$ cat src/hdl/multi_pattern_string_matcher_macros.svh
// ----------------------------------------------------------------------------
// Assertion macros for the multi-pattern string matcher
// Concurrent checks that compile away when SYNTHESIS is defined.
// ----------------------------------------------------------------------------
`ifndef MULTI_PATTERN_STRING_MATCHER_MACROS_SVH
`define MULTI_PATTERN_STRING_MATCHER_MACROS_SVH
`ifndef SYNTHESIS
// Property that must hold at every edge outside reset.
`define MPSM_ASSERT(lbl, clk, rst, prop) \
  lbl: assert property (@(posedge clk) disable iff (rst) (prop)) \
    else $error("mpsm assertion failed");
// When the first expression holds, the second must hold in the next cycle.
`define MPSM_ASSERT_NEXT(lbl, clk, rst, cond, res) \
  lbl: assert property (@(posedge clk) disable iff (rst) (cond) |=> (res)) \
    else $error("mpsm assertion failed");
`else
`define MPSM_ASSERT(lbl, clk, rst, prop)
`define MPSM_ASSERT_NEXT(lbl, clk, rst, cond, res)
`endif
`endif

$ cat src/hdl/mpsm_pkg.sv
// ----------------------------------------------------------------------------
// mpsm_pkg
// Sizes, table entry types and codes shared by the string matcher modules.
// ----------------------------------------------------------------------------
package mpsm_pkg;

  localparam int MAX_STATES    = 512;
  localparam int ALPHABET_SIZE = 26;
  localparam int MAX_KEYWORDS  = 32;

  localparam int NODE_W     = $clog2(MAX_STATES);
  localparam int CNT_W      = $clog2(MAX_STATES + 1);
  localparam int SYM_W      = $clog2(ALPHABET_SIZE);
  localparam int KW_W       = $clog2(MAX_KEYWORDS + 1);
  localparam int GOTO_DEPTH = MAX_STATES * ALPHABET_SIZE;
  localparam int GA_W       = $clog2(GOTO_DEPTH);

  // Port field widths.
  localparam int OP_W     = 3;
  localparam int SYMBOL_W = 8;
  localparam int STATUS_W = 3;
  localparam int SCAN_W   = 9;
  localparam int MASK_W   = 32;
  localparam int POS_W    = 32;
  localparam int USED_W   = 10;
  localparam int LOADED_W = 6;

  typedef logic [NODE_W-1:0]       node_t;
  typedef logic [CNT_W-1:0]        cnt_t;
  typedef logic [SYM_W-1:0]        sym_t;
  typedef logic [KW_W-1:0]         kw_t;
  typedef logic [MAX_KEYWORDS-1:0] kmask_t;
  typedef logic [GA_W-1:0]         gaddr_t;

  typedef struct packed {
    logic  valid;
    node_t next;
  } goto_ent_t;

  typedef struct packed {
    node_t  fail;
    kmask_t mask;
  } node_ent_t;

  typedef enum logic [OP_W-1:0] {
    OP_CLEAR = 3'd0,
    OP_KEY   = 3'd1,
    OP_END   = 3'd2,
    OP_BUILD = 3'd3,
    OP_TEXT  = 3'd4
  } op_t;

  typedef enum logic [STATUS_W-1:0] {
    ST_OK        = 3'd0,
    ST_FULL      = 3'd1,
    ST_KEYWORDS  = 3'd2,
    ST_RANGE     = 3'd3,
    ST_NOT_BUILT = 3'd4
  } status_t;

  typedef struct packed {
    op_t  op;
    logic sym_ok;
    sym_t sym_idx;
  } item_t;

  typedef struct packed {
    status_t             status;
    logic [SCAN_W-1:0]   scan_state;
    logic [MASK_W-1:0]   match_mask;
    logic [POS_W-1:0]    text_position;
    logic [USED_W-1:0]   states_used;
    logic [LOADED_W-1:0] keywords_loaded;
  } result_t;

  function automatic gaddr_t goto_addr(input node_t n, input sym_t c);
    return gaddr_t'(n) * gaddr_t'(ALPHABET_SIZE) + gaddr_t'(c);
  endfunction

endpackage

$ cat src/hdl/mpsm_symmap.sv
// ----------------------------------------------------------------------------
// mpsm_symmap
// Maps a raw byte onto an alphabet index and checks that it is in range.
// ----------------------------------------------------------------------------
module mpsm_symmap (
  input  logic [mpsm_pkg::SYMBOL_W-1:0] symbol,
  input  logic [mpsm_pkg::SYMBOL_W-1:0] lowest,
  input  logic [mpsm_pkg::SYMBOL_W-1:0] highest,
  output logic                          sym_ok,
  output mpsm_pkg::sym_t                sym_idx
);
  import mpsm_pkg::*;

  logic [SYMBOL_W-1:0] diff;

  assign diff    = symbol - lowest;
  assign sym_ok  = (symbol >= lowest) && (symbol <= highest) &&
                   ({1'b0, diff} < (SYMBOL_W + 1)'(ALPHABET_SIZE));
  assign sym_idx = sym_t'(diff);

endmodule

$ cat config.mk
export PLATFORM = sky130hd
export DESIGN_NAME = mpsm_symmap
export DESIGN_NICKNAME = d
export VERILOG_FILES = /design/src/hdl/multi_pattern_string_matcher_macros.svh /design/src/hdl/mpsm_pkg.sv /design/src/hdl/mpsm_symmap.sv
export SDC_FILE = /design/constraint.sdc
export NUM_CORES = 1
export LEC_CHECK = 0
export BUFFER_PORTS_ARGS = -buffer_cell sky130_fd_sc_hd__buf_4
export CAP_MARGIN = 20
export CORE_AREA = 2 2 39 41
export DETAILED_ROUTE_END_ITERATION = 8
export DIE_AREA = 0 0 41 43
export GPL_TIMING_DRIVEN = 1
export PLACE_DENSITY_LB_ADDON = 0.08
export SLEW_MARGIN = 20
export SYNTH_ARGS = -nofsm -noshare
export SYNTH_HDL_FRONTEND = slang
export SYNTH_SLANG_ARGS = --single-unit
export TNS_END_PERCENT = 50
$ cat constraint.sdc
create_clock -name vclk -period 2.5
set_input_delay 0.25 -clock vclk [all_inputs]
set_output_delay 0.25 -clock vclk [all_outputs]
set_load 0.01 [all_outputs]
# After elaboration in Yosys (flattened, before gate mapping)
# Index checks and enable logic that the tools add are counted.
# W data, S select, Z words.
[word_totals] output_inout_bits=6 regBits=0 wordCells=6 input_bits=24
[op_classes] add_sub_neg=1 order_cmp=3 reduce_logical=2
[op_table] op="$ge A8 B8 Y1" n=1
[op_table] op="$le A8 B8 Y1" n=1
[op_table] op="$lt A8 B5 Y1 const B" n=1
[op_table] op="$sub A8 B8 Y8" n=1
[op_table] op="$logic_and A1 B1 Y1" n=2

# Logic depth before layout (Yosys ltp)
# Gate-level depths: netlist of run 1.
[depth] word_depth=3 mapped_depth=9 depth_no_buf=9

# Least setup slack after synthesis of run 1
# OpenSTA, ideal clock, no wires.
[synth_timing] kind="input to output" startpoint="input symbol[0] in the netlist's numbering" endpoint="output sym_ok" stages=9 t_required_ns=2.250 arrival_time_ns=1.972 n_path_buf=0 path_slack_ns=0.278 path_cell_list="inv_1 > ha_1 > inv_1 > fa_1 > a21o_1 > and2_4 > a211oi_2 > o21ai_1 > a2111oi_2"
[synth_between] elab_chain_cells=3 elab_cells_between_ends=6 cone_classes="add/sub (1); order compare (3); reduce/logical (2)"
[synth_rtl] item="start: declaration" line_no="mpsm_symmap.sv:6" text="input logic [mpsm_pkg::SYMBOL_W-1:0] symbol,"
[synth_rtl] item="$sub A8 B8 Y8, or another cell as far along" line_no="mpsm_symmap.sv:16" text="assign diff = symbol - lowest;"
[synth_rtl] item="$lt A8 B5 Y1 or $logic_and A1 B1 Y1 (tied branches)" line_no="mpsm_symmap.sv:18, mpsm_symmap.sv:17"
[synth_rtl] item="$logic_and A1 B1 Y1 *" line_no="mpsm_symmap.sv:17" text="assign sym_ok = (symbol >= lowest) && (symbol <= highest) &&"
[synth_rtl] item="end: declaration" line_no="mpsm_symmap.sv:9" text="output logic sym_ok,"
# Every way passes the cells marked *; elsewhere a longest branch is shown, timed or not.

# Final worst setup path of run 1
# Ends and elaborated chain as after synthesis.

==> results of run 1 <==
[worst max path at each step]
stage / end / start
finish: sym_ok / symbol[0]
CTS: sym_ok / symbol[0]
floorplan: sym_ok / symbol[0]
global placement: sym_ok / symbol[0]
global route: sym_ok / symbol[0]
detailed placement: sym_ok / symbol[0]
[placed cells by master, fill, tap and decap left out]
| cell | instances |
|---|---|
| sky130_fd_sc_hd__nor3b_1 | 1 |
| sky130_fd_sc_hd__inv_4 | 1 |
| sky130_fd_sc_hd__inv_1 | 16 |
| sky130_fd_sc_hd__and3_1 | 1 |
| sky130_fd_sc_hd__a21bo_2 | 1 |
| sky130_fd_sc_hd__o21ai_0 | 4 |
| sky130_fd_sc_hd__a21oi_1 | 8 |
| sky130_fd_sc_hd__mux2i_1 | 2 |
| sky130_fd_sc_hd__ha_4 | 1 |
| sky130_fd_sc_hd__or2_2 | 1 |
| sky130_fd_sc_hd__a2111oi_2 | 1 |
| sky130_fd_sc_hd__a211oi_2 | 1 |
| sky130_fd_sc_hd__nand2b_1 | 2 |
| sky130_fd_sc_hd__and2_1 | 1 |
| sky130_fd_sc_hd__o211ai_1 | 1 |
| sky130_fd_sc_hd__nor3_1 | 1 |
| sky130_fd_sc_hd__o21ai_1 | 2 |
| sky130_fd_sc_hd__fa_2 | 1 |
| sky130_fd_sc_hd__a21o_1 | 2 |
| sky130_fd_sc_hd__nand3_1 | 1 |
| sky130_fd_sc_hd__xor2_1 | 2 |
| sky130_fd_sc_hd__nand2_1 | 3 |
| sky130_fd_sc_hd__o211a_1 | 1 |
| sky130_fd_sc_hd__and2b_2 | 1 |
| sky130_fd_sc_hd__buf_4 | 31 |
| sky130_fd_sc_hd__ha_1 | 15 |
| sky130_fd_sc_hd__xnor2_1 | 1 |
| sky130_fd_sc_hd__nor2b_1 | 1 |
| sky130_fd_sc_hd__nand4b_1 | 1 |
| sky130_fd_sc_hd__nand4_1 | 2 |
| sky130_fd_sc_hd__and2_4 | 1 |
| sky130_fd_sc_hd__a221oi_1 | 1 |
| sky130_fd_sc_hd__and3_4 | 1 |
| sky130_fd_sc_hd__nor2_1 | 3 |
[synth_stat cells, types with 2 or more instances]
cell type,count
sky130_fd_sc_hd__a21o_1,2
sky130_fd_sc_hd__nand4_1,2
sky130_fd_sc_hd__o21ai_0,4
sky130_fd_sc_hd__xor2_1,2
sky130_fd_sc_hd__mux2i_1,2
sky130_fd_sc_hd__nor2_1,3
sky130_fd_sc_hd__inv_1,17
sky130_fd_sc_hd__nand2_1,3
sky130_fd_sc_hd__a21oi_1,8
sky130_fd_sc_hd__nand2b_1,2
sky130_fd_sc_hd__ha_1,16
sky130_fd_sc_hd__o21ai_1,2
[stage by stage]
| stage | worst slack [ns] | std cells | area (µm²) | setup TNS, ns | hold WS, ns |
|---|---|---|---|---|---|
| 6_report | 0.109 | 129 | 877 | 0 | 0.863 |
| 3_5_place_dp | -0.0357 | 128 | 852 | -0.0357 | 0.870 |
| 5_1_grt | 0.00374 | 129 | 877 | 0 | 0.877 |
| 3_3_place_gp | 0.0585 | 128 | 852 | 0 | 0.861 |
| 4_1_cts | 0.0377 | 128 | 852 | 0 | 0.871 |
| 2_1_floorplan | 0.278 | 82 | 607 | 0 | 0.665 |
[power breakdown]
part	internal, mW	switching, mW	total, mW
clock	0	0	0
combinational	0.101	0.0859	0.187
sequential	0	0	0
[per-layer routing]
metal / vias up / track usage (%)
met5: - / 0
met4: 0 / 0
met3: 0 / 0
met2: 13 / 29.1
met1: 293 / 23.1
li1: 353 / -
[repair_timing]
action,in CTS,in global routing
hold buffers,0,0
pin swaps,2,5
setup buffers,0,1
setup endpoints to repair,1,1
gates resized for setup,0,5
[area by class of cell]
cell class	count	area (µm²)	share of cell area [%]
repair buffers	31	233	26.5
well taps	16	20.0	2.28
multi-input cells	65	558	63.6
inverters	17	66.3	7.56
[logic make-up after synthesis]
kind of cell / count (synthesis) / share of synthesized area (%)
xor+xnor: 3 / 4.33
mux: 2 / 3.30
buf+inv: 17 / 10.5
compound gates: 22 / 24.5
fa+ha+maj: 17 / 36.3
simple gates: 21 / 21.0
==> results.txt, run 1 <==
* Cell family with the largest share of critical-path delay: compound AO/OA/AOI/OAI gates
- Walking the worst path, the cells encountered are buf_4 -> inv_4 -> ha_4 -> inv_1 -> fa_2 -> a21o_1 -> and2_4 -> a211oi_2 -> o21ai_1 -> a2111oi_2 -> buf_4.
* Critical Path Fanout Max: 4
* HP Start: lowest[0]
- Detailed placement ended at an HPWL of about 1200 µm.
- Most frequent cell on the critical path: sky130_fd_sc_hd__buf_4
- The total overflow left after global routing is 0.
- Total of fill cells in the finished design: between 100 and 150
- Number of nets in the layout: approximately 160
- Number of input and output port buffers inserted: 30
- The final layout contains a sequential cell count of 0.
* Final antenna-violating net count: 0
- Across the VDD grid, the largest voltage drop is between 0.09 and 0.1 mV.
- Worst Path Arrival: about 2.1 ns
* Type of the worst setup path: input pin to primary output
- The number of antenna violations at the first check in global routing is 0.
* Area delta synth->final: 44.5%
- Vias in the first global route: ~580
- The congestion estimate from routability-driven global placement came to between 0.7 and 0.8.
* Syn Std Cell Area: 607 µm²
* Max-cap violations: 0
* Placeable core region: 1380 µm²
- Worst hold path type: input pin to primary output
- Fraction of final layout cells sized beyond drive strength 1: 36.3%
* Result of the run: finished, final reports clean
- Tcrit/Tclk final: 95.6%
* Routed met1 length: 583 µm
- In this run, distinct cell masters in the synthesized netlist total 31.
* Hold endpoint: sym_idx[0]
- Post-layout util: between 60% and 70%
* Layout clock buffers: 0
* Number of nets produced by synthesis: around 120
* Total vias in the final route: 659
- In this run the core area contains 14 standard-cell rows.
- IO Count: 30
- Global router's overall resource usage: 16.6%
- Wire segments on met3 add up to slightly above 40 µm in the final route.
- The worst hold path passes through 4 cells.
- Power, Total: approximately 0.19 mW
* Unrepaired setup endpoints after global routing: false
* Share of Yosys cell area claimed by the top area cell type: 33.0%
* Detailed Route WL: 1240 µm
* Detailed Route Iter0 Violations: 5
- After technology mapping, the gate count stands at 82.
- After detailed routing, the average wire length per cell comes to 9.63 µm.
- Kind of capture point of the worst setup path: primary output
* Pwr/cell area: ~210 nW/µm²
- The die is between 40 and 50 µm tall.
- Dividing the detail-routed via count by the number of cells gives just over 5.
* Worst Path Buf+Inv: 4
- Largest net degree at the start of global routing: 6
- The first detailed-routing pass ran for 2 iterations.
- The number of hold violations in the final report came to 0.
- Die area: approximately 1800 µm²
* Endpoint required time on the critical path: approximately 2.3 ns
- Count of pins over their slew limit: 0
* First-pass GRT wire length: around 2200 µm
- Master of the slowest instance on the critical path: sky130_fd_sc_hd__fa_2
- The detailed router used layers up to and including met3.
* Fraction of the yosys area taken by sequential cells: 0%
- Metal2 WL: 617 µm
- The initial utilization of the core area, before any placement, comes to between 40% and 50%.
* Worst slew margin relative to its limit: 76.2%
- Flip-flop and latch area: 0 µm²
- Startpoint kind of the worst setup timing path: input pin
- Avg Synthesized Cell Area: 7.40 µm²
* Number of inserted diodes: 0
- In the routed design, unresolved DRC markers number 0.
- In this run the static leakage power is slightly below 0.5 nW.
- For this run, the slowest stage of the critical path takes approximately 0.38 ns.
* Actual slew at the worst max-slew pin: 0.358 ns
- Based on the critical path, the design can be clocked at up to roughly 0.42 GHz.
- Overall die width: ~40 µm
- Stages on worst setup path: 11
- Clock period minus worst slack: 2.39 ns
- sky130_fd_sc_hd__ha_1 takes more of the synthesized area than any other cell.
* Area contributors post-synth: sky130_fd_sc_hd__ha_1, sky130_fd_sc_hd__inv_1, sky130_fd_sc_hd__a21oi_1
* Total of warnings raised by yosys: 0
- Final setup violation count: 0
No activity file was read; power rests on OpenSTA's default activity.
==> run 2, diff against run 1 <==
--- a/config.mk
+++ b/config.mk
@@ -5,12 +5,11 @@
 export SDC_FILE = /design/constraint.sdc
 export NUM_CORES = 1
 export LEC_CHECK = 0
-export BUFFER_PORTS_ARGS = -buffer_cell sky130_fd_sc_hd__buf_4
+export BUFFER_PORTS_ARGS = -buffer_cell sky130_fd_sc_hd__buf_2
 export CAP_MARGIN = 20
-export CORE_AREA = 2 2 39 41
+export CORE_MARGIN = 2
+export CORE_UTILIZATION = 45
 export DETAILED_ROUTE_END_ITERATION = 8
-export DIE_AREA = 0 0 41 43
-export GPL_TIMING_DRIVEN = 1
 export PLACE_DENSITY_LB_ADDON = 0.08
 export SLEW_MARGIN = 20
 export SYNTH_ARGS = -nofsm -noshare
==> constraint.sdc (replaced) <==
create_clock -name vclk -period 2
set_input_delay 0.2 -clock vclk [all_inputs]
set_output_delay 0.2 -clock vclk [all_outputs]
set_load 0.01 [all_outputs]
==> results.txt, run 2 (same netlist as run 1, synthesis figures left out) <==
- Setup Slack @ Placement: -0.225 ns (was -0.0357 ns)
- The number of vias per cell is 4.97 (was 5.11).
- The detailed-placement wirelength estimate came to 1210 µm (was 1180 µm).
* Site row count: 13 (was 14)
- Most frequent cells in the layout: sky130_fd_sc_hd__buf_2, sky130_fd_sc_hd__inv_1, sky130_fd_sc_hd__ha_1 (was sky130_fd_sc_hd__buf_4, sky130_fd_sc_hd__inv_1, sky130_fd_sc_hd__ha_1)
- Detailed Route WL: 1350 µm (was 1240 µm)
- Worst slew margin relative to its limit: 82.6% (was 76.2%)
- The total chip power came to 0.247 mW (was 0.187 mW).
- The top-level I/O count was 30 (unchanged).
* Metal2 WL: 704 µm (was 617 µm)
- Post-route DRC violation count: 0 (unchanged)
* Max-cap violations: 0 (unchanged)
- The power density of the placed cells came to 274 nW/µm² (was 213 nW/µm²).
- The violation count after the first detailed-route iteration came to 7 (was 5).
- Placeable core region: 1280 µm² (was 1380 µm²)
- Sw Ratio: 48.3% (was 46.0%)
- Share of power burned in registers: 0% (about the same)
* Flip-flop and latch area: 0 µm² (unchanged)
- The chip height is 40.7 µm (was 43 µm).
- Type of the worst setup path: input pin to primary output (unchanged)
- The number of iterations in the first detailed-routing pass came to 2 (unchanged).
- The die boundary width was 40.7 µm (was 41 µm).
* Startpoint kind of the worst setup timing path: input pin (unchanged)
* Final std cells w/o fill: 137 (was 129)
- # placed instances: 137 (was 128)
- Number of inserted diodes: 0 (unchanged)
* Highest routed metal layer: met3 (unchanged)
- The number of sequential storage elements was 0 (unchanged).
* Unrepaired setup endpoints after global routing: true (was false)
- Area delta synth->final: 48.5% (was 44.5%)
- Routed met1 length: 606 µm (was 583 µm)
* Placed cell areas: 873 µm² (was 852 µm²)
* Global router's overall resource usage: 18.0% (was 16.6%)
- Clock period minus worst slack: between 2 and 2.5 ns
- The proportion of layout cells with a drive suffix above 1 is 44.3% (was 36.3%).
* Critical path origin: symbol[0] (unchanged)
- Post-layout worst setup margin: -0.105 ns (was 0.109 ns)
- The class of the tightest hold or removal check was input pin to primary output (unchanged).
- Initial core utilization: 47.2% (was 43.9%)
* Die area: 1660 µm² (was 1760 µm²)
* Number of input and output port buffers inserted: 30 (unchanged)
* Overall overflow remaining after global route: 0 (unchanged)
- The routed wirelength normalized by instance count is 9.82 µm (was 9.63 µm).
- The worst vdd rail ir drop was 0.134 mV (was 0.0928 mV).
* Number of nets in the layout: 165 (was 156)
- Final cell area excluding filler cells: 901 µm² (was 877 µm²)
* Largest net degree at the start of global routing: 6 (unchanged)
- Critical Path Fanout Max: 4 (unchanged)
- Gpl congestion: 0.725 (was 0.769)
- The final-report max-slew violation count is 0 (unchanged).
* Result of the run: finished, violations left (was finished, final reports clean)
* Antenna violations before repair: 0 (unchanged)
- HP Start: lowest[0] (unchanged)
* Kind of capture point of the worst setup path: primary output (unchanged)
- First-pass GRT wire length: 2060 µm (was 2180 µm)
- Leakage power: 0.512 nW (was 0.489 nW)
- The final critical path takes up 105% of the cycle.
- The arrival time reported for the critical path endpoint was 1.91 ns (was 2.14 ns).
- Final antenna-violating net count: 0 (unchanged)
- Internal Dissipation: 0.128 mW (was 0.101 mW)
* Final setup violation count: 1 (was 0)
* Actual slew at the worst max-slew pin: 0.261 ns (was 0.358 ns)
* Leading cell type in the layout, fill and taps excluded: sky130_fd_sc_hd__buf_2 (was sky130_fd_sc_hd__buf_4)
- The number of global-route vias before repair is 532 (was 577).
- Routed met3 length: 35 µm (was 41 µm)
- The hold buffer count at cts was 0 (unchanged).
- The checks that failed: negative setup slack.
- Endpoint required time on the critical path: 1.80 ns (was 2.25 ns)
- Layout clock buffers: 0 (unchanged)
- Combinational fraction of design power: 100.0% (about the same)
- The detailed-route via count is 681 (was 659).
- The clock power share is 0% (about the same).
- Net switching power: 0.119 mW (was 0.0859 mW)
- Final Hold Violating Endpoints: 0 (unchanged)
- Fmax: 0.475 GHz
==> run 2: changes by cell type in the layout (fill, tap and decap cells not counted), sizes merged <==
cell | before | now
buf | 31 | 40
==> run 2: through the flow <==
stage               TNS (ns)  hold WS [ns]  utilization, %
CTS                   -0.142         0.769            69.6
detailed placement    -0.225         0.760            68.0
floorplan                  0         0.565               -
global placement      -0.184         0.753            68.0
global route          -0.173         0.791            70.1
finish                -0.105         0.765            70.1
==> run 2: metal layers <==
layer / GRT usage, % / vias up
li1: - / 371
met1: 22.1 / 298
met2: 36.5 / 12
met3: 0 / 0
met4: 0 / 0
met5: 0 / -
==> run 2: path summary, 6_finish.rpt <==
path	endpoint	slack [ns]	cells past startpoint
setup / recovery	sym_ok	-0.11	11
hold / removal	sym_idx[0]	0.76	4
==> run 2: power groups by stage <==
stage               Clock [mW]  Combinational, mW  Sequential [mW]
CTS                          0              0.247                0
finish                       0              0.247                0
global route                 0              0.280                0
floorplan                    0              0.151                0
detailed placement           0              0.240                0
global placement             0              0.236                0
==> run 2: critical path, stage by stage <==
cell	delay, ns
sky130_fd_sc_hd__buf_6	0.10
sky130_fd_sc_hd__inv_4	0.06
sky130_fd_sc_hd__ha_4	0.13
sky130_fd_sc_hd__inv_2	0.03
sky130_fd_sc_hd__fa_2	0.33
sky130_fd_sc_hd__a21o_1	0.21
sky130_fd_sc_hd__and2_4	0.15
sky130_fd_sc_hd__a211oi_2	0.16
sky130_fd_sc_hd__o21ai_2	0.09
sky130_fd_sc_hd__a2111oi_4	0.27
sky130_fd_sc_hd__buf_2	0.18
==> run 2: cell type report <==
class,instances,area (µm²)
inverter,17,66.3
multi-input combinational,65,584
tap,15,18.8
timing repair buffer,40,231
fill,115,384
==> run 2: what timing repair did <==
item,4_1_cts,5_1_grt
endpoints found under the setup margin,1,1
pin swaps,3,2
cloned,0,0
setup buffers,0,0
resized for setup,7,1
